### config.mk
export PLATFORM = sky130hd
export DESIGN_NAME = square_and_noise_tone_mixer
export DESIGN_NICKNAME = d
export VERILOG_FILES = /design/src/sv/sqn_pkg.sv /design/src/sv/sqn_channels.sv /design/src/sv/sqn_scale.sv /design/src/sv/square_and_noise_tone_mixer.sv
export SDC_FILE = /design/constraint.sdc
export NUM_CORES = 1
export LEC_CHECK = 0
export BUFFER_PORTS_ARGS = -buffer_cell sky130_fd_sc_hd__buf_4
export CORE_MARGIN = 2
export CORE_UTILIZATION = 60
export DETAILED_ROUTE_END_ITERATION = 8
export PLACE_DENSITY = 0.77
export SYNTH_ARGS = -nofsm -noshare
export SYNTH_HDL_FRONTEND = slang
export SYNTH_SLANG_ARGS = --single-unit
### constraint.sdc
create_clock -name clk -period 16.6 [get_ports clk]
set_input_delay 3.32 -clock clk [delete_from_list [all_inputs] [get_ports clk]]
set_output_delay 3.32 -clock clk [all_outputs]
set_load 0.01 [all_outputs]
### src/sv/sqn_pkg.sv
// Shared types, constants and codes for the square and noise tone mixer.
`timescale 1ns / 1ps

package sqn_pkg;

    // Fixed geometry of the generator
    localparam int NUM_CHANNELS       = 4;
    localparam int CH_W               = 2;
    localparam int FREQ_W             = 16;
    localparam int VOL_W              = 8;
    localparam int SAMPLE_W           = 16;
    localparam int LFSR_W             = 16;
    localparam int NOISE_CH           = NUM_CHANNELS - 1;

    // Defaults for the top-level parameters
    localparam int SAMPLE_RATE_HZ_DEF = 22050;
    localparam int PHASE_BITS_DEF     = 16;

    // Volume full scale and noise register seed
    localparam logic [VOL_W-1:0]  VOL_FULL   = 8'd240;
    localparam logic [LFSR_W-1:0] LFSR_SEED  = 16'hACE1;

    // Sum of four signed channel levels of at most 240 each
    localparam int SUM_W              = 11;

    // Output scaling: floor(mag * 125 / 6) as a multiply by a rounded-up reciprocal
    localparam int SCALE_SHIFT        = 14;
    localparam int SCALE_MULT         = (125 * (2 ** SCALE_SHIFT) + 5) / 6;
    localparam int SCALE_MULT_W       = 19;
    localparam logic [SAMPLE_W-1:0] PCM_LIMIT = 16'd32767;

    // Extra fraction bits of the frequency-to-increment reciprocal
    localparam int RECIP_GUARD        = 34;

    // Input word kinds
    typedef enum logic {
        CMD_TICK = 1'b0,
        CMD_SET  = 1'b1
    } cmd_t;

    // Noise level codes
    typedef enum logic [1:0] {
        NOISE_SILENT = 2'd0,
        NOISE_POS    = 2'd1,
        NOISE_NEG    = 2'd3
    } noise_code_t;

    // One input word after unpacking
    typedef struct packed {
        cmd_t              cmd;
        logic [CH_W-1:0]   channel;
        logic [FREQ_W-1:0] frequency;
        logic [VOL_W-1:0]  volume;
    } item_t;

    // Word handed to the channel bank when it leaves the input register
    typedef struct packed {
        logic  fire;
        item_t item;
    } step_t;

endpackage

### src/sv/sqn_channels.sv
// Channel bank: increment and volume store, three square tones and one noise channel, mix sum.
`timescale 1ns / 1ps

module sqn_channels #(
    parameter int SAMPLE_RATE_HZ = sqn_pkg::SAMPLE_RATE_HZ_DEF,
    parameter int PHASE_BITS     = sqn_pkg::PHASE_BITS_DEF
) (
    input  logic                              clk,
    input  logic                              rst_n,
    input  sqn_pkg::step_t                    step,
    output logic signed [sqn_pkg::SUM_W-1:0]  mix_sum
);

    // Increment = floor(freq * 2^PHASE_BITS / SAMPLE_RATE_HZ) via a rounded-up reciprocal
    localparam int RECIP_SHIFT = PHASE_BITS + sqn_pkg::RECIP_GUARD;
    localparam longint unsigned RECIP =
        ((longint'(1) << RECIP_SHIFT) + longint'(SAMPLE_RATE_HZ) - 1) / longint'(SAMPLE_RATE_HZ);
    localparam int RECIP_W = $clog2(RECIP + 1);
    localparam int PROD_W  = (sqn_pkg::FREQ_W + RECIP_W > RECIP_SHIFT + 1) ?
                             sqn_pkg::FREQ_W + RECIP_W : RECIP_SHIFT + 1;

    logic [PHASE_BITS-1:0]      inc_reg        [sqn_pkg::NUM_CHANNELS];
    logic [PHASE_BITS-1:0]      inc_next       [sqn_pkg::NUM_CHANNELS];
    logic [sqn_pkg::VOL_W-1:0]  weight_reg     [sqn_pkg::NUM_CHANNELS];
    logic [sqn_pkg::VOL_W-1:0]  weight_next    [sqn_pkg::NUM_CHANNELS];
    logic [PHASE_BITS-1:0]      tone_phase_reg [sqn_pkg::NOISE_CH];
    logic [PHASE_BITS-1:0]      tone_phase_next[sqn_pkg::NOISE_CH];
    logic [PHASE_BITS-1:0]      tone_sum       [sqn_pkg::NOISE_CH];
    logic [PHASE_BITS-1:0]      noise_phase_reg;
    logic [PHASE_BITS-1:0]      noise_phase_next;
    logic [PHASE_BITS-1:0]      noise_sum;
    logic                       noise_carry;
    sqn_pkg::noise_code_t       noise_level_reg;
    sqn_pkg::noise_code_t       noise_level_next;
    sqn_pkg::noise_code_t       noise_level_new;
    logic [sqn_pkg::LFSR_W-1:0] noise_shift_reg;
    logic [sqn_pkg::LFSR_W-1:0] noise_shift_next;

    logic [PROD_W-1:0]          inc_prod;
    logic                       inc_sat;
    logic [PHASE_BITS-1:0]      inc_calc;
    logic [sqn_pkg::VOL_W-1:0]  vol_calc;
    logic [sqn_pkg::NUM_CHANNELS-1:0] enable;
    logic signed [sqn_pkg::SUM_W-1:0] contrib[sqn_pkg::NUM_CHANNELS];
    logic signed [sqn_pkg::SUM_W-1:0] weight_s[sqn_pkg::NUM_CHANNELS];
    logic                       is_tick;

    // Convert a set word's frequency and clamp its volume
    assign inc_prod = PROD_W'(step.item.frequency) * PROD_W'(RECIP);
    assign inc_sat  = |inc_prod[PROD_W-1:RECIP_SHIFT];
    assign inc_calc = inc_sat ? {PHASE_BITS{1'b1}}
                              : inc_prod[RECIP_SHIFT-1:sqn_pkg::RECIP_GUARD];
    assign vol_calc = (step.item.volume > sqn_pkg::VOL_FULL) ? sqn_pkg::VOL_FULL
                                                             : step.item.volume;

    assign is_tick = step.fire && (step.item.cmd == sqn_pkg::CMD_TICK);

    // Advance phases and find each channel's level
    always_comb
    begin
        for (int c = 0; c < sqn_pkg::NUM_CHANNELS; c++)
        begin
            enable[c]   = (weight_reg[c] != '0) && (inc_reg[c] != '0);
            weight_s[c] = $signed(sqn_pkg::SUM_W'(weight_reg[c]));
        end
        for (int c = 0; c < sqn_pkg::NOISE_CH; c++)
        begin
            tone_sum[c] = tone_phase_reg[c] + inc_reg[c];
        end
        {noise_carry, noise_sum} = {1'b0, noise_phase_reg} +
                                   {1'b0, inc_reg[sqn_pkg::NOISE_CH]};
        if (noise_carry)
        begin
            noise_level_new = noise_shift_reg[0] ? sqn_pkg::NOISE_POS : sqn_pkg::NOISE_NEG;
        end
        else
        begin
            noise_level_new = noise_level_reg;
        end
    end

    // Weigh the levels and add them up
    always_comb
    begin
        for (int c = 0; c < sqn_pkg::NOISE_CH; c++)
        begin
            if (!enable[c])
            begin
                contrib[c] = '0;
            end
            else if (tone_sum[c][PHASE_BITS-1])
            begin
                contrib[c] = -weight_s[c];
            end
            else
            begin
                contrib[c] = weight_s[c];
            end
        end
        contrib[sqn_pkg::NOISE_CH] = '0;
        if (enable[sqn_pkg::NOISE_CH])
        begin
            unique case (noise_level_new)
                sqn_pkg::NOISE_POS: contrib[sqn_pkg::NOISE_CH] = weight_s[sqn_pkg::NOISE_CH];
                sqn_pkg::NOISE_NEG: contrib[sqn_pkg::NOISE_CH] = -weight_s[sqn_pkg::NOISE_CH];
                default:            contrib[sqn_pkg::NOISE_CH] = '0;
            endcase
        end
        mix_sum = contrib[0] + contrib[1] + contrib[2] + contrib[3];
    end

    // Next state for set and tick words
    always_comb
    begin
        inc_next         = inc_reg;
        weight_next      = weight_reg;
        tone_phase_next  = tone_phase_reg;
        noise_phase_next = noise_phase_reg;
        noise_level_next = noise_level_reg;
        noise_shift_next = noise_shift_reg;
        if (step.fire && (step.item.cmd == sqn_pkg::CMD_SET))
        begin
            inc_next[step.item.channel]    = inc_calc;
            weight_next[step.item.channel] = vol_calc;
        end
        else if (is_tick)
        begin
            for (int c = 0; c < sqn_pkg::NOISE_CH; c++)
            begin
                if (enable[c])
                begin
                    tone_phase_next[c] = tone_sum[c];
                end
            end
            if (enable[sqn_pkg::NOISE_CH])
            begin
                noise_phase_next = noise_sum;
                noise_level_next = noise_level_new;
                if (noise_carry)
                begin
                    noise_shift_next = {noise_shift_reg[0] ^ noise_shift_reg[1],
                                        noise_shift_reg[sqn_pkg::LFSR_W-1:1]};
                end
            end
        end
    end

    // Hold channel state
    always_ff @(posedge clk or negedge rst_n)
    begin
        if (!rst_n)
        begin
            for (int c = 0; c < sqn_pkg::NUM_CHANNELS; c++)
            begin
                inc_reg[c]    <= '0;
                weight_reg[c] <= '0;
            end
            for (int c = 0; c < sqn_pkg::NOISE_CH; c++)
            begin
                tone_phase_reg[c] <= '0;
            end
            noise_phase_reg <= '0;
            noise_level_reg <= sqn_pkg::NOISE_SILENT;
            noise_shift_reg <= sqn_pkg::LFSR_SEED;
        end
        else
        begin
            inc_reg         <= inc_next;
            weight_reg      <= weight_next;
            tone_phase_reg  <= tone_phase_next;
            noise_phase_reg <= noise_phase_next;
            noise_level_reg <= noise_level_next;
            noise_shift_reg <= noise_shift_next;
        end
    end

    // The noise register never falls into the all-zero lockup
    assert property (@(posedge clk) disable iff (!rst_n) noise_shift_reg != '0)
        else $error("noise shift register reached zero");

endmodule

### src/sv/sqn_scale.sv
// Output scaler: mix sum times 125/6, truncated toward zero and clamped to the PCM range.
`timescale 1ns / 1ps

module sqn_scale (
    input  logic signed [sqn_pkg::SUM_W-1:0]    mix_sum,
    output logic signed [sqn_pkg::SAMPLE_W-1:0] sample
);

    localparam int PROD_W = sqn_pkg::SUM_W + sqn_pkg::SCALE_MULT_W;

    logic                           neg;
    logic [sqn_pkg::SUM_W-1:0]      mag;
    logic [PROD_W-1:0]              prod;
    logic [sqn_pkg::SAMPLE_W-1:0]   scaled;
    logic [sqn_pkg::SAMPLE_W-1:0]   clamped;

    // Scale the magnitude, then restore the sign
    assign neg     = mix_sum[sqn_pkg::SUM_W-1];
    assign mag     = neg ? sqn_pkg::SUM_W'(-mix_sum) : sqn_pkg::SUM_W'(mix_sum);
    assign prod    = PROD_W'(mag) * PROD_W'(sqn_pkg::SCALE_MULT);
    assign scaled  = prod[sqn_pkg::SCALE_SHIFT +: sqn_pkg::SAMPLE_W];
    assign clamped = (scaled > sqn_pkg::PCM_LIMIT) ? sqn_pkg::PCM_LIMIT : scaled;
    assign sample  = neg ? -$signed(clamped) : $signed(clamped);

endmodule

### src/sv/square_and_noise_tone_mixer.sv
// Top level of the four-channel square and noise tone mixer with stream ports.
`timescale 1ns / 1ps

// Four-channel sound generator: three square tones and one LFSR noise channel.
// Each input word is either a set word (cmd=1), which stores one channel's
// frequency as a phase increment and its volume clamped to 240, or a tick
// word (cmd=0), which advances every enabled channel and yields one signed
// 16-bit sample on the output stream. Set words yield no output word. The
// block accepts one word per clock cycle while the input is not stalled. A word
// accepted into the input register is worked through the channel bank and
// scaler when it leaves that register. A tick word leaves it only when the
// result register is free; its sample is then registered in the result
// register and m_tvalid is set. A tick word waits in the input register
// while the result register holds a sample that is not taken, and only
// then is the input stalled; set words always move on. No clearing pass is
// needed after reset.

module square_and_noise_tone_mixer #(
    parameter int SAMPLE_RATE_HZ = sqn_pkg::SAMPLE_RATE_HZ_DEF,
    parameter int PHASE_BITS     = sqn_pkg::PHASE_BITS_DEF
) (
    input  logic        clk,
    input  logic        rst_n,
    input  logic        s_tvalid,
    output logic        s_tready,
    input  logic [23:0] s_tdata,   // [15:0] frequency, [23:16] volume
    input  logic [2:0]  s_tuser,   // [0] cmd, [2:1] channel
    output logic        m_tvalid,
    input  logic        m_tready,
    output logic [15:0] m_tdata    // [15:0] sample
);

    logic                                 in_valid_reg;
    logic                                 in_valid_next;
    sqn_pkg::item_t                       in_item_reg;
    sqn_pkg::item_t                       in_item_next;
    logic                                 out_valid_reg;
    logic                                 out_valid_next;
    logic signed [sqn_pkg::SAMPLE_W-1:0]  out_sample_reg;
    logic signed [sqn_pkg::SAMPLE_W-1:0]  out_sample_next;

    logic                                 s_accept;
    logic                                 out_free;
    logic                                 proc_adv;
    logic                                 proc_tick;
    sqn_pkg::step_t                       step;
    logic signed [sqn_pkg::SUM_W-1:0]     mix_sum;
    logic signed [sqn_pkg::SAMPLE_W-1:0]  sample;

    // Handshake: a word leaves the input register when it needs no output slot or one is free
    assign out_free  = !out_valid_reg || m_tready;
    assign proc_adv  = in_valid_reg && ((in_item_reg.cmd == sqn_pkg::CMD_SET) || out_free);
    assign proc_tick = proc_adv && (in_item_reg.cmd == sqn_pkg::CMD_TICK);
    assign s_tready  = !in_valid_reg || proc_adv;
    assign s_accept  = s_tvalid && s_tready;

    assign step = {proc_adv, in_item_reg};

    sqn_channels #(
        .SAMPLE_RATE_HZ (SAMPLE_RATE_HZ),
        .PHASE_BITS     (PHASE_BITS)
    ) u_channels (
        .clk     (clk),
        .rst_n   (rst_n),
        .step    (step),
        .mix_sum (mix_sum)
    );

    sqn_scale u_scale (
        .mix_sum (mix_sum),
        .sample  (sample)
    );

    // Load, hold or drain the input and result registers
    always_comb
    begin
        in_item_next.cmd       = sqn_pkg::cmd_t'(s_tuser[0]);
        in_item_next.channel   = s_tuser[2:1];
        in_item_next.frequency = s_tdata[15:0];
        in_item_next.volume    = s_tdata[23:16];

        if (s_accept)
        begin
            in_valid_next = 1'b1;
        end
        else if (proc_adv)
        begin
            in_valid_next = 1'b0;
        end
        else
        begin
            in_valid_next = in_valid_reg;
        end

        out_sample_next = out_sample_reg;
        if (proc_tick)
        begin
            out_valid_next  = 1'b1;
            out_sample_next = sample;
        end
        else if (m_tready)
        begin
            out_valid_next = 1'b0;
        end
        else
        begin
            out_valid_next = out_valid_reg;
        end
    end

    // Control state
    always_ff @(posedge clk or negedge rst_n)
    begin
        if (!rst_n)
        begin
            in_valid_reg  <= 1'b0;
            out_valid_reg <= 1'b0;
        end
        else
        begin
            in_valid_reg  <= in_valid_next;
            out_valid_reg <= out_valid_next;
        end
    end

    // Payload
    always_ff @(posedge clk)
    begin
        if (s_accept)
        begin
            in_item_reg <= in_item_next;
        end
        out_sample_reg <= out_sample_next;
    end

    assign m_tvalid = out_valid_reg;
    assign m_tdata  = out_sample_reg;

    // A new output word comes only from a tick word leaving the input register
    assert property (@(posedge clk) disable iff (!rst_n)
        $rose(out_valid_reg) |-> $past(proc_tick))
        else $error("output word without a tick");

    // An empty input register always takes a word
    assert property (@(posedge clk) disable iff (!rst_n)
        !in_valid_reg |-> s_tready)
        else $error("input stalled while empty");

    // A waiting input word that needs the output slot does not leave while it is full
    assert property (@(posedge clk) disable iff (!rst_n)
        (in_valid_reg && (in_item_reg.cmd == sqn_pkg::CMD_TICK) && out_valid_reg && !m_tready)
        |-> !proc_adv)
        else $error("tick word overran the result register");

    // The clamped sample never reaches the most negative code
    assert property (@(posedge clk) disable iff (!rst_n)
        out_valid_reg |-> (out_sample_reg != {1'b1, {(sqn_pkg::SAMPLE_W-1){1'b0}}}))
        else $error("sample outside the PCM range");

endmodule

==> impl_metrics.env <==
export IMPL_period_minus_slack_ps=14500
export IMPL_wl_per_cell_um=18.2
export IMPL_clock_fmax_mhz=69.0
export IMPL_critPathMaxFanout=31
export IMPL_postSynthAreaPerCell_um2=9.79
export IMPL_antenna_cells=0
export IMPL_critPathTopFamily="adder cells"
export IMPL_finalHoldViolations=0
export IMPL_grt_ovfl_total=0
export IMPL_dp_hpwl_mm=46.3
export IMPL_core_area_um2=40600
export IMPL_ys_warnings_count=0
export IMPL_yosysSeqAreaShare_pct=23.6
export IMPL_place_gp_congestion=0.985
export IMPL_fin_skew_ps=10.3
export IMPL_drv_cap=0
export IMPL_cp_end_kind="register"
export IMPL_via_per_inst=5.76
export IMPL_whs_ps=478
export IMPL_synth_edff_count=43
export IMPL_rows=74
export IMPL_ctsResizeCount=0
export IMPL_antenna_found_initial=1
export IMPL_area_growth_syn_to_layout_pct=7.15
export IMPL_io_pins=49
export IMPL_vias=17800
export IMPL_syn_inst=2513
export IMPL_first_global_vias=18400
export IMPL_port_buffers=48
export IMPL_final_max_slew_viol_count=0
export IMPL_grt_usage_pct=27.6
export IMPL_dieWidth_um=206
export IMPL_critPathMaxStageDelay_ps=950
export IMPL_grt_pass1_wl_mm=92.8
export IMPL_timing_final_crit_share_pct=87.3
export IMPL_drtPass1Iterations=6
export IMPL_path_buf_inv=9
export IMPL_largest_register_ffs=64
export IMPL_grt_start_max_net_pins=71
export IMPL_max_clock_path_buffers=3
export IMPL_path_common_cell="inv_1"
export IMPL_cp_start_kind="register"
export IMPL_nNetsFinal=3196
export IMPL_cts_tree="done"
export IMPL_syn_area_um2=24600
export IMPL_worst_pin_slew_ps=1190
export IMPL_finalSetupViolCount=0
export IMPL_cts_setup_buffers=0
export IMPL_crit_required_ps=16890
export IMPL_hold_class="register to register"
export IMPL_synthFlopType="dfrtp_1"
export IMPL_clkLatencyLatePin_ps=550
export IMPL_final_antenna_net_count=0
export IMPL_crit_arrival_ps=14780
export IMPL_wl_mm=56.4
export IMPL_rsz0062_at_grt="no"
export IMPL_fillers=3163
export IMPL_htreeDepth=1
export IMPL_drc=0
export IMPL_multi_input_area_um2=17000
export IMPL_drive_above_1_share_pct=6.63
export IMPL_status="completed"
export IMPL_synth_seq_cells=223
export IMPL_cts_clk_slew_worst_paths_ps=60
export IMPL_drt_initial_drc_count=1027
export IMPL_synth_nets=3165
export IMPL_start_util_pct=60.5
export IMPL_clock_root_buffer="clkbuf_16"
export IMPL_hold_buffers=0
export IMPL_fp_dieH_um=206
export IMPL_register_area_um2=5810
export IMPL_slew_headroom_pct=20.5
export IMPL_cts_buffers=27
export IMPL_critPathKind="register to register"
export IMPL_fp_dieArea_um2=42600
export IMPL_clock_sinks=223
export IMPL_synth_cell_types=78
export IMPL_final_setup_tns_ps=0
export IMPL_crit_slowest_cell="a311oi_1"
export IMPL_async_reset_ff_share_pct=80.7
per-layer routing:
layer | GRT usage, % | vias to the layer above | wire [um]
li1 | - | 8453 | -
met1 | 37.1 | 8793 | 24400
met2 | 46.9 | 469 | 27400
met3 | 3.14 | 113 | 2820
met4 | 8.32 | 0 | 1820
met5 | 0 | - | 0
final timing paths:
kind / startpoint / end / slack (ps) / cells past startpoint
max in group asynchronous: rst_n / u_channels.weight_reg[16] / 12640 / 2
max: u_channels.inc_reg[0] / m_tdata[10] / 2100 / 55
min reg2reg: u_channels.noise_shift_reg[15] / u_channels.noise_shift_reg[15] / 480 / 2
max reg2reg: u_channels.inc_reg[0] / m_tdata[10] / 2100 / 55
min: u_channels.noise_shift_reg[15] / u_channels.noise_shift_reg[15] / 480 / 2
min in group asynchronous: rst_n / u_channels.tone_phase_reg[21] / 2690 / 1
Yosys cell counts (all sizes together) (50+ instances only):
| cell | count | area share (%) |
|---|---|---|
| inv | 419 | 6.4 |
| ha | 353 | 18 |
| fa | 268 | 22 |
| nand2 | 231 | 3.5 |
| o21ai | 185 | 3.8 |
| dfrtp | 172 | 18 |
| a21oi | 108 | 2.2 |
| nor2 | 108 | 1.6 |
| a21o | 77 | 2.4 |
| xnor2 | 61 | 2.3 |
| xor2 | 61 | 2.2 |
| clkbuf | 50 | 0.76 |
through the flow:
step                setup WS, ps  std cells  util (%)  instance area (um2)
CTS                         2230       3096      64.8                26300
floorplan                   4120       2513         -                24600
detailed placement          2280       3047      62.7                25500
finish                      2100       3096      64.8                26300
global route                 983       3096      64.8                26300
global placement            2660       3047      62.7                25500
cell type report:
class / instances / share of cell area [%]
multi-input combinational: 1818 / 64.6
clock buffer: 38 / 2.95
clock inverter: 11 / 0.375
tap: 532 / 2.53
inverter: 420 / 5.98
sequential: 223 / 22.0
timing repair buffer: 54 / 1.55
tightest hold or removal path: cells and delay by family, from the launching register on:
kind	cells	cell delay [ps]
AO/OA/AOI/OAI	1	70
flip-flops	1	370
AND/OR/NAND/NOR	1	40
cells in the final DEF (no fill, tap or decap), drive strengths merged, types with 12 or more instances in the layout:
master  instances
nor4           22
ha            353
edfxtp         43
dfrtp         172
clkbuf         38
nor2          108
mux2           35
buf            54
nand2         231
nand3          28
nor2b          21
a21o           77
fa            268
o21a           20
xnor2          61
a21boi         12
a31oi          14
a21oi         108
and3           15
o21ai         185
o31ai          17
inv           423
nand4          17
nand2b         13
nor3           22
xor2           61
or3            17
cells by family (layout without fill, tap and decap cells):
| kind of cell | count (synthesis) | count (layout) | share of synthesized area (%) |
|---|---|---|---|
| adder cells (fa/ha/maj) | 621 | 621 | 39.8 |
| AND/OR/NAND/NOR | 534 | 534 | 10.2 |
| AO/OA/AOI/OAI | 497 | 497 | 12.7 |
| buffers and inverters | 472 | 523 | 7.24 |
| flip-flops | 223 | 223 | 23.6 |
| XOR/XNOR | 123 | 123 | 4.57 |
| multiplexers | 43 | 43 | 1.94 |
Power is not shown: default switching activity piles up to over one toggle a cycle in this logic, so the estimate is an artifact.
